[src/sv/rsa_cycle_walk_fpe_assert.svh]
// Assertion macros shared by the cycle-walk FPE modules.
`ifndef RSA_CYCLE_WALK_FPE_ASSERT_SVH
`define RSA_CYCLE_WALK_FPE_ASSERT_SVH

// Same-cycle implication, sampled on clk and disabled while rst_n is low.
`define RCW_ASSERT_HOLDS(lbl, ante, cons) \
  lbl: assert property (@(posedge clk) disable iff (!rst_n) (ante) |-> (cons)) \
    else $error("rcw assertion failed");

// Next-cycle implication, sampled on clk and disabled while rst_n is low.
`define RCW_ASSERT_NEXT(lbl, ante, cons) \
  lbl: assert property (@(posedge clk) disable iff (!rst_n) (ante) |=> (cons)) \
    else $error("rcw assertion failed");

`endif

[src/sv/rcw_pkg.sv]
// Shared constants and types for the cycle-walk FPE block.
`default_nettype none

package rcw_pkg;

  localparam int MODULUS_BITS_DEF = 32;
  localparam int VALUE_W          = 64;
  localparam int WALK_LIMIT       = 64;
  localparam int RND_W            = $clog2(WALK_LIMIT + 1);
  localparam int CFG_ADDR_W       = 2;

  localparam logic OP_ENCRYPT = 1'b0;
  localparam logic OP_DECRYPT = 1'b1;

  typedef enum logic [CFG_ADDR_W-1:0] {
    REG_MODULUS  = 2'd0,
    REG_PUB_EXP  = 2'd1,
    REG_PRIV_EXP = 2'd2
  } cfg_reg_t;

  typedef enum logic [3:0] {
    ST_IDLE,
    ST_CHECK,
    ST_SCAN,
    ST_ROUND,
    ST_SQ,
    ST_SQ_WAIT,
    ST_MUL,
    ST_MUL_WAIT,
    ST_NEXT,
    ST_WALK,
    ST_FINISH
  } state_t;

endpackage

`default_nettype wire

[src/sv/rcw_modmul.sv]
// Bit-serial interleaved modular multiplier: p = a * b mod n, one bit of b per cycle.
`default_nettype none
`include "rsa_cycle_walk_fpe_assert.svh"

module rcw_modmul import rcw_pkg::*; #(
  parameter int MODULUS_BITS = MODULUS_BITS_DEF
) (
  input  logic                    clk,
  input  logic                    rst_n,
  input  logic                    start,
  input  logic [MODULUS_BITS-1:0] a,
  input  logic [MODULUS_BITS-1:0] b,
  input  logic [MODULUS_BITS-1:0] n,
  output logic                    done,
  output logic [MODULUS_BITS-1:0] p
);

  localparam int MB    = MODULUS_BITS;
  localparam int CNT_W = $clog2(MB);

  logic              busy_r;
  logic              done_r;
  logic [CNT_W-1:0]  cnt_r;
  logic [MB-1:0]     a_r;
  logic [MB-1:0]     b_sh_r;
  logic [MB-1:0]     n_r;
  logic [MB-1:0]     p_r;

  logic [MB+1:0]     sum;
  logic [MB+2:0]     diff1;
  logic [MB+2:0]     diff2;
  logic [MB-1:0]     p_nxt;

  // 2p + a stays below 3n, so at most n or 2n comes off.
  always_comb begin
    sum   = {1'b0, p_r, 1'b0} + {2'b00, (b_sh_r[MB-1] ? a_r : {MB{1'b0}})};
    diff1 = {1'b0, sum} - {3'b000, n_r};
    diff2 = {1'b0, sum} - {2'b00, n_r, 1'b0};
    if (!diff2[MB+2]) begin
      p_nxt = diff2[MB-1:0];
    end else if (!diff1[MB+2]) begin
      p_nxt = diff1[MB-1:0];
    end else begin
      p_nxt = sum[MB-1:0];
    end
  end

  always_ff @(posedge clk) begin
    if (!rst_n) begin
      busy_r <= 1'b0;
      done_r <= 1'b0;
      cnt_r  <= '0;
    end else begin
      done_r <= 1'b0;
      if (start) begin
        busy_r <= 1'b1;
        cnt_r  <= CNT_W'(MB - 1);
      end else if (busy_r) begin
        cnt_r <= cnt_r - 1'b1;
        if (cnt_r == '0) begin
          busy_r <= 1'b0;
          done_r <= 1'b1;
        end
      end
    end
  end

  always_ff @(posedge clk) begin
    if (start) begin
      a_r    <= a;
      b_sh_r <= b;
      n_r    <= n;
      p_r    <= '0;
    end else if (busy_r) begin
      p_r    <= p_nxt;
      b_sh_r <= {b_sh_r[MB-2:0], 1'b0};
    end
  end

  assign done = done_r;
  assign p    = p_r;

  `RCW_ASSERT_NEXT(a_start_busy, start, busy_r)
  `RCW_ASSERT_HOLDS(a_done_idle, done_r, !busy_r)
  `RCW_ASSERT_HOLDS(a_done_reduced, done_r, p_r < n_r)

endmodule

`default_nettype wire

[src/sv/rsa_cycle_walk_fpe.sv]
// Top level of the RSA format-preserving cycle-walk encrypter.
//
//  Channel   Ports              Payload (lowest bit first)
//  --------  -----------------  -------------------------------------------
//  input     in_t*              tdata: plain_value[63:0]; tuser: op
//  result    out_t*             tdata: result_value[63:0]; tuser: key_invalid
//  config    cfg_we/addr/wdata  0 modulus, 1 public exp, 2 private exp
//
// One item is in work at a time. With t = position of the exponent's top
// bit and w = ones below it, a walk round runs t squarings and w
// multiplications on the serial multiplier; an item passes through
// acceptance, check, top-bit scan and its rounds (at most 64), then hand-off.
// Reset (rst_n low, synchronous) clears the key registers and all control.
// A finished result waits in the output register; a new transfer is taken
// while it waits, and the next result stalls only until that one is taken.
`default_nettype none
`include "rsa_cycle_walk_fpe_assert.svh"

module rsa_cycle_walk_fpe import rcw_pkg::*; #(
  parameter int MODULUS_BITS = MODULUS_BITS_DEF
) (
  input  logic                    clk,
  input  logic                    rst_n,
  // input channel
  input  logic                    in_tvalid,
  output logic                    in_tready,
  input  logic [VALUE_W-1:0]      in_tdata,   // [63:0] plain_value
  input  logic [0:0]              in_tuser,   // [0] op
  // result channel
  output logic                    out_tvalid,
  input  logic                    out_tready,
  output logic [VALUE_W-1:0]      out_tdata,  // [63:0] result_value
  output logic [0:0]              out_tuser,  // [0] key_invalid
  // configuration
  input  logic                    cfg_we,
  input  logic [CFG_ADDR_W-1:0]   cfg_addr,
  input  logic [MODULUS_BITS-1:0] cfg_wdata
);

  localparam int MB    = MODULUS_BITS;
  localparam int CNT_W = $clog2(MB);

  // Key registers.
  logic [MB-1:0] modulus_r;
  logic [MB-1:0] pub_exp_r;
  logic [MB-1:0] priv_exp_r;

  state_t state_r, state_nxt;

  // Item working registers. The key is copied at acceptance so that the
  // whole walk sees one consistent key.
  logic [VALUE_W-1:0] val_r;
  logic [MB-1:0]      key_n_r;
  logic [MB-1:0]      key_k_r;
  logic [MB-1:0]      n_sh_r;     // modulus shifted up during the top-bit scan
  logic [MB-1:0]      k_sh_r;     // exponent, normalized so its top bit is MSB
  logic [MB-1:0]      mask_r;     // 2^r - 1, shrinks along with the scan
  logic [CNT_W-1:0]   kcnt_r;     // position of the exponent's top bit
  logic [MB-1:0]      x_r;        // base of the current round
  logic [MB-1:0]      acc_r;      // running power
  logic [MB-1:0]      e_sh_r;     // exponent bits still to apply, MSB first
  logic [CNT_W-1:0]   ebits_r;
  logic [RND_W-1:0]   rnd_r;
  logic [VALUE_W-1:0] res_r;
  logic               bad_r;

  logic               out_tvalid_r;
  logic [VALUE_W-1:0] out_tdata_r;
  logic               out_bad_r;

  logic               in_accept;
  logic               key_bad;
  logic               val_zero;
  logic               scan_done;
  logic               walk_fit;
  logic               last_round;
  logic               out_free;
  logic               mul_start;
  logic [MB-1:0]      mul_b;
  logic               mul_done;
  logic [MB-1:0]      mul_p;
  logic [VALUE_W-1:0] mask_ext;

  // ---------------------------------------------------------------------
  // Configuration writes.
  always_ff @(posedge clk) begin
    if (!rst_n) begin
      modulus_r  <= '0;
      pub_exp_r  <= '0;
      priv_exp_r <= '0;
    end else if (cfg_we) begin
      unique case (cfg_reg_t'(cfg_addr))
        REG_MODULUS:  modulus_r  <= cfg_wdata;
        REG_PUB_EXP:  pub_exp_r  <= cfg_wdata;
        REG_PRIV_EXP: priv_exp_r <= cfg_wdata;
        default: ;
      endcase
    end
  end

  // ---------------------------------------------------------------------
  // Status terms used by the sequencer.
  assign in_accept  = in_tvalid && in_tready;
  // The exponent must lie strictly between 1 and a nonzero modulus.
  assign key_bad    = (key_n_r == '0) || (key_k_r[MB-1:1] == '0) || (key_k_r >= key_n_r);
  assign val_zero   = (val_r == '0);
  // The scan ends once both the modulus and exponent have their top bit at MSB.
  assign scan_done  = n_sh_r[MB-1] && k_sh_r[MB-1];
  // A power fits the format when nothing sits at or above bit r.
  assign walk_fit   = ((acc_r & ~mask_r) == '0);
  assign last_round = (rnd_r == RND_W'(WALK_LIMIT - 1));
  assign out_free   = !out_tvalid_r || out_tready;
  assign mask_ext   = {{(VALUE_W - MB){1'b0}}, mask_r};

  // ---------------------------------------------------------------------
  // Sequencer: next state.
  always_comb begin
    state_nxt = state_r;
    unique case (state_r)
      ST_IDLE:     if (in_accept) state_nxt = ST_CHECK;
      ST_CHECK:    state_nxt = (key_bad || val_zero) ? ST_FINISH : ST_SCAN;
      ST_SCAN:     if (scan_done) state_nxt = ST_ROUND;
      ST_ROUND:    state_nxt = ST_SQ;
      ST_SQ:       state_nxt = ST_SQ_WAIT;
      ST_SQ_WAIT:  if (mul_done) state_nxt = e_sh_r[MB-1] ? ST_MUL : ST_NEXT;
      ST_MUL:      state_nxt = ST_MUL_WAIT;
      ST_MUL_WAIT: if (mul_done) state_nxt = ST_NEXT;
      ST_NEXT:     state_nxt = (ebits_r == CNT_W'(1)) ? ST_WALK : ST_SQ;
      ST_WALK:     state_nxt = (walk_fit || last_round) ? ST_FINISH : ST_ROUND;
      ST_FINISH:   if (out_free) state_nxt = ST_IDLE;
      default:     state_nxt = ST_IDLE;
    endcase
  end

  always_ff @(posedge clk) begin
    if (!rst_n) begin
      state_r <= ST_IDLE;
    end else begin
      state_r <= state_nxt;
    end
  end

  // Sequencer: outputs. The multiplier squares the running power, or
  // multiplies it by the round's base when the exponent bit is set.
  always_comb begin
    in_tready = (state_r == ST_IDLE);
    mul_start = (state_r == ST_SQ) || (state_r == ST_MUL);
    mul_b     = (state_r == ST_MUL) ? x_r : acc_r;
  end

  rcw_modmul #(
    .MODULUS_BITS(MODULUS_BITS)
  ) u_modmul (
    .clk   (clk),
    .rst_n (rst_n),
    .start (mul_start),
    .a     (acc_r),
    .b     (mul_b),
    .n     (key_n_r),
    .done  (mul_done),
    .p     (mul_p)
  );

  // ---------------------------------------------------------------------
  // Datapath registers, each loaded in the state that owns it.
  always_ff @(posedge clk) begin
    case (state_r)
      ST_IDLE: begin
        if (in_accept) begin
          val_r   <= in_tdata;
          key_n_r <= modulus_r;
          key_k_r <= (in_tuser[0] == OP_DECRYPT) ? priv_exp_r : pub_exp_r;
        end
      end
      ST_CHECK: begin
        n_sh_r <= key_n_r;
        k_sh_r <= key_k_r;
        mask_r <= {1'b0, {(MB - 1){1'b1}}};
        kcnt_r <= CNT_W'(MB - 1);
        rnd_r  <= '0;
        res_r  <= key_bad ? val_r : '0;
        bad_r  <= key_bad;
      end
      ST_SCAN: begin
        // Each side shifts until its top bit reaches MSB; the mask follows
        // the modulus so it ends as 2^r - 1.
        if (!n_sh_r[MB-1]) begin
          n_sh_r <= {n_sh_r[MB-2:0], 1'b0};
          mask_r <= {1'b0, mask_r[MB-1:1]};
        end
        if (!k_sh_r[MB-1]) begin
          k_sh_r <= {k_sh_r[MB-2:0], 1'b0};
          kcnt_r <= kcnt_r - 1'b1;
        end
        if (scan_done) begin
          acc_r <= val_r[MB-1:0] & mask_r;
        end
      end
      ST_ROUND: begin
        // The top exponent bit is the initial power itself.
        x_r     <= acc_r;
        e_sh_r  <= {k_sh_r[MB-2:0], 1'b0};
        ebits_r <= kcnt_r;
      end
      ST_SQ_WAIT, ST_MUL_WAIT: begin
        if (mul_done) begin
          acc_r <= mul_p;
        end
      end
      ST_NEXT: begin
        e_sh_r  <= {e_sh_r[MB-2:0], 1'b0};
        ebits_r <= ebits_r - 1'b1;
      end
      ST_WALK: begin
        rnd_r <= rnd_r + 1'b1;
        if (walk_fit) begin
          res_r <= (val_r & ~mask_ext) | {{(VALUE_W - MB){1'b0}}, acc_r};
          bad_r <= 1'b0;
        end else if (last_round) begin
          // The walk did not come back; the value passes through flagged.
          res_r <= val_r;
          bad_r <= 1'b1;
        end
      end
      default: ;
    endcase
  end

  // ---------------------------------------------------------------------
  // Output register.
  always_ff @(posedge clk) begin
    if (!rst_n) begin
      out_tvalid_r <= 1'b0;
    end else if ((state_r == ST_FINISH) && out_free) begin
      out_tvalid_r <= 1'b1;
    end else if (out_tready) begin
      out_tvalid_r <= 1'b0;
    end
  end

  always_ff @(posedge clk) begin
    if ((state_r == ST_FINISH) && out_free) begin
      out_tdata_r <= res_r;
      out_bad_r   <= bad_r;
    end
  end

  assign out_tvalid   = out_tvalid_r;
  assign out_tdata    = out_tdata_r;
  assign out_tuser[0] = out_bad_r;

  `RCW_ASSERT_NEXT(a_accept_check, in_tvalid && in_tready, state_r == ST_CHECK)
  `RCW_ASSERT_HOLDS(a_operands_reduced, (state_r == ST_SQ) || (state_r == ST_MUL),
                    (acc_r < key_n_r) && (x_r < key_n_r))
  `RCW_ASSERT_HOLDS(a_walk_bound, state_r == ST_WALK, rnd_r < RND_W'(WALK_LIMIT))

endmodule

`default_nettype wire
[config.mk]
export PLATFORM = sky130hd
export DESIGN_NAME = rsa_cycle_walk_fpe
export DESIGN_NICKNAME = d
export VERILOG_FILES = /design/src/sv/rcw_pkg.sv /design/src/sv/rcw_modmul.sv /design/src/sv/rsa_cycle_walk_fpe.sv
export VERILOG_INCLUDE_DIRS = /design/src /design/src/sv
export SDC_FILE = /design/constraint.sdc
export NUM_CORES = 1
export LEC_CHECK = 0
export BUFFER_PORTS_ARGS = -buffer_cell sky130_fd_sc_hd__buf_4
export CORE_MARGIN = 8
export CORE_UTILIZATION = 35
export DETAILED_ROUTE_END_ITERATION = 10
export GPL_TIMING_DRIVEN = 0
export PLACE_DENSITY = 0.55
export SKIP_CTS_REPAIR_TIMING = 1
export SLEW_MARGIN = 10
export SYNTH_ARGS = -nofsm -noshare
export SYNTH_HDL_FRONTEND = slang
export SYNTH_SLANG_ARGS = --single-unit
[constraint.sdc]
create_clock -name clk -period 6.31 [get_ports clk]
set_input_delay 1.262 -clock clk [delete_from_list [all_inputs] [get_ports clk]]
set_output_delay 1.262 -clock clk [all_outputs]
set_load 0.02 [all_outputs]
==> flow_summary.ini <==
[global_routing]
grt_pass1_vias = 22113
met3_usage = 0.0292
antenna_found_initial = 3
overflow = 0
grt_use_total = 0.166
grt.busiest_layer = met2
use_met1 = 0.226
grt_max_degree = 72
met2_usage = 0.265
grt_pass1_wl_mm = 135

[placement]
dpl.hpwl_mm = 68.5
dp_cells = 4336
gp_congestion = 0.884
dp_slack_ps = -648
portBuffers = 168
place_area_um2 = 36400

[timing]
grt_setup_unrepaired = false
timing.hold.ws_ps = 413
setup_viol = 0
final_max_slew_viol_count = 0
fmax_mhz = 170
clock_skew_ps = 22.2
slew_headroom = 0.331
setup_ws_ps = 415
min_period_ps = 5900
tightestPinTransition_ps = 1000
post-route-period-util = 0.934
hold_violations = 0
setup-tns-final_ps = 0

[floorplan]
core.rowCount = 113
start_util = 0.351
core-area_um2 = 94600
die_height_um = 324
die_w_um = 324
dieArea_um2 = 105000
io_pins = 171

[clocking]
path_clk_slew_ps = 60
cts.sinks = 701
cts-buffers-inserted = 73
clockBufferDepth = 3
clock_latency_ps = 630
cts_tree = yes
clockRootBuffer = clkbuf_16
h-tree-depth = 3

[critical_path]
cp_cell_sequence = clkbuf_2, nand2_1, fa_1, nand2b_1, a211oi_2, o2111ai_1, a21oi_2, nor2_1, o21ai_0, a31oi_1, xnor2_2, ha_1, a21oi_1, o21ai_0, a211oi_1, nor2_1, nor2_1, o21ai_0, a211oi_4, buf_12, nand2_1, clkbuf_1, o21ai_0
cp_top_family = compound AO/OA/AOI/OAI gates
worst_path_max_delay_cell = fa_1
cp.required_ps = 6860
crit_path_start = u_modmul.b_sh_r[31]
critPathBufInv = 3
crit_path_frequent_cell = o21ai_0
cp_max_fo = 10
crit_path_max_incr_delay_ps = 440
critPathArrivalTime_ps = 6440
r2r_cells = 23
critPathLaunchType = register
path_depth = 23
crit_type = reg2reg
cp-end-kind = register
r2r-start = u_modmul.b_sh_r[31]

[pwr]
ir_worst_vdd_uv = 214
pwr-share-comb = 0.384
power_mw = 18.7
p_sw_mw = 6.97
power_density_nw_per_um2 = 483
p_int_mw = 11.8
clockPowerShare = 0.228
switching_share = 0.372
power_frac_seq = 0.389
p_leak_nw = 14.2

[outcome]
status = finished, final reports clean

[yosys]
yosysWarnings = 0
synth_nets = 3129
async_flop_share = 0
synth_ff_type = edfxtp_1
avgSynthCellArea_um2 = 11.5
synth_area_leaders = edfxtp_1, dfxtp_1, nand2_1, ha_1, a21boi_0
synth_top_area_frac = 0.507
synthDistinctLibCells = 87
syn-instance-count = 2889
synth_top_cell_by_area = edfxtp_1
ys_seq_area_frac = 0.591
syn-cell-area_um2 = 33200
synth_edf_count = 561
synth_seq_cells = 701

[cells_and_area]
fillers = 9094
nNetsFinal = 3388
final_util = 0.410
fin_cells = 4471
multi_input_area_um2 = 12600
drive_gt1_frac = 0.125
area_delta_synth_final_pct = 16.8
antennaDiodeCount = 0
design_area_um2 = 38800
regArea_um2 = 19600

[detailed_routing]
via_per_inst = 5.06
wl_per_cell_um = 20.1
ant_nets = 0
wirelength_mm = 90.0
drc = 0
vias = 22606
drtIter0Drc = 1573
drt_first_pass_iters = 5

[hold_path]
min_from = res_r[23]
hp-class = reg2reg
min_path_cells = 0

[flow_run]
drv_cap = 0
-- power groups by stage --
stage	clock, mW	sequential [mW]	combinational (mW)
2_1_floorplan	0	7.07	5.08
3_3_place_gp	0	7.55	6.86
3_5_place_dp	0	7.37	7.09
4_1_cts	4.36	7.29	7.12
5_1_grt	4.53	7.37	7.93
6_report	4.26	7.29	7.19
-- final timing paths --
kind / slack, ps / end
min: 410 / out_tdata[23]
min reg2reg: 410 / out_tdata[23]
max reg2reg: 410 / u_modmul.p[11]
max: 410 / u_modmul.p[11]
-- synth_stat cells, drive strengths merged (13+ instances only) --
library cell,n
xnor2,68
o21ai,146
mux2,63
inv,130
a32o,33
and2,74
edfxtp,561
nand2b,36
nor3,31
buf,22
nand3,57
nand3b,68
xor2,27
o211ai,15
a21o,43
a31oi,14
and3,13
nor4,37
o21bai,13
a21oi,113
a211oi,25
dfxtp,140
nand4,22
nand2,463
nor2,114
mux2i,47
a21boi,109
o21a,14
nor2b,22
clkbuf,114
ha,133
-- routing by layer --
metal  vias up  part of all wire
li1      11062                 -
met3       163             0.053
met1     10774              0.46
met5         -                 0
met4         0             0.037
met2       607              0.45
-- cell families (layout without fill, tap and decap cells) --
group / Yosys count / count (layout) / share of synthesized area
AND/OR/NAND/NOR: 963 / 963 / 0.139
flip-flops: 701 / 701 / 0.591
AO/OA/AOI/OAI: 616 / 616 / 0.126
buffers and inverters: 268 / 585 / 0.0314
adder cells (fa/ha/maj): 136 / 136 / 0.0519
multiplexers: 110 / 110 / 0.0355
XOR/XNOR: 95 / 95 / 0.0250
-- flip-flops by register name, indices dropped and copies added, names as in the netlist, 32 cells and up --
name / count
res_r: 64
u_modmul.p: 32
n_sh_r: 32
val_r: 64
priv_exp_r: 32
key_n_r: 32
u_modmul.a_r: 32
u_modmul.n_r: 32
u_modmul.b_sh_r: 32
key_k_r: 32
acc_r: 32
k_sh_r: 32
pub_exp_r: 32
out_tdata: 64
modulus_r: 32
x_r: 32
-- final cells by class --
cell class	count	share of cell area
Tap cell	1265	0.0408
Inverter	132	0.0129
Multi-Input combinational cell	1920	0.325
Clock inverter	45	0.0106
Buffer	136	0.0142
Timing Repair Buffer	184	0.0408
Sequential cell	701	0.506
Clock buffer	88	0.0496
-- cells in the final DEF, fill, tap and decap left out, drive strengths merged, types with 9 or more instances in the layout --
cell type  synthesis  layout
nand3b            68      68
nand3             57      57
dfxtp            140     140
a22oi              9       9
edfxtp           561     561
nand2b            36      36
a21o              43      43
nand4             22      22
o22ai             11      11
and3              13      13
buf               22     206
inv              130     135
mux2i             47      47
nand2            463     463
xnor2             68      68
and2              74      74
a32o              33      33
nor2             114     114
a21oi            113     113
xor2              27      27
o221ai             9       9
a31oi             14      14
a221oi             9       9
nor3              31      31
a211oi            25      25
o211ai            15      15
o21ai            146     146
mux2              63      63
a21boi           109     109
ha               133     133
o21bai            13      13
clkinv             2      36
clkbuf           114     202
o21a              14      14
nor4              37      37
nor2b             22      22
No activity file was read; power rests on OpenSTA's default activity.
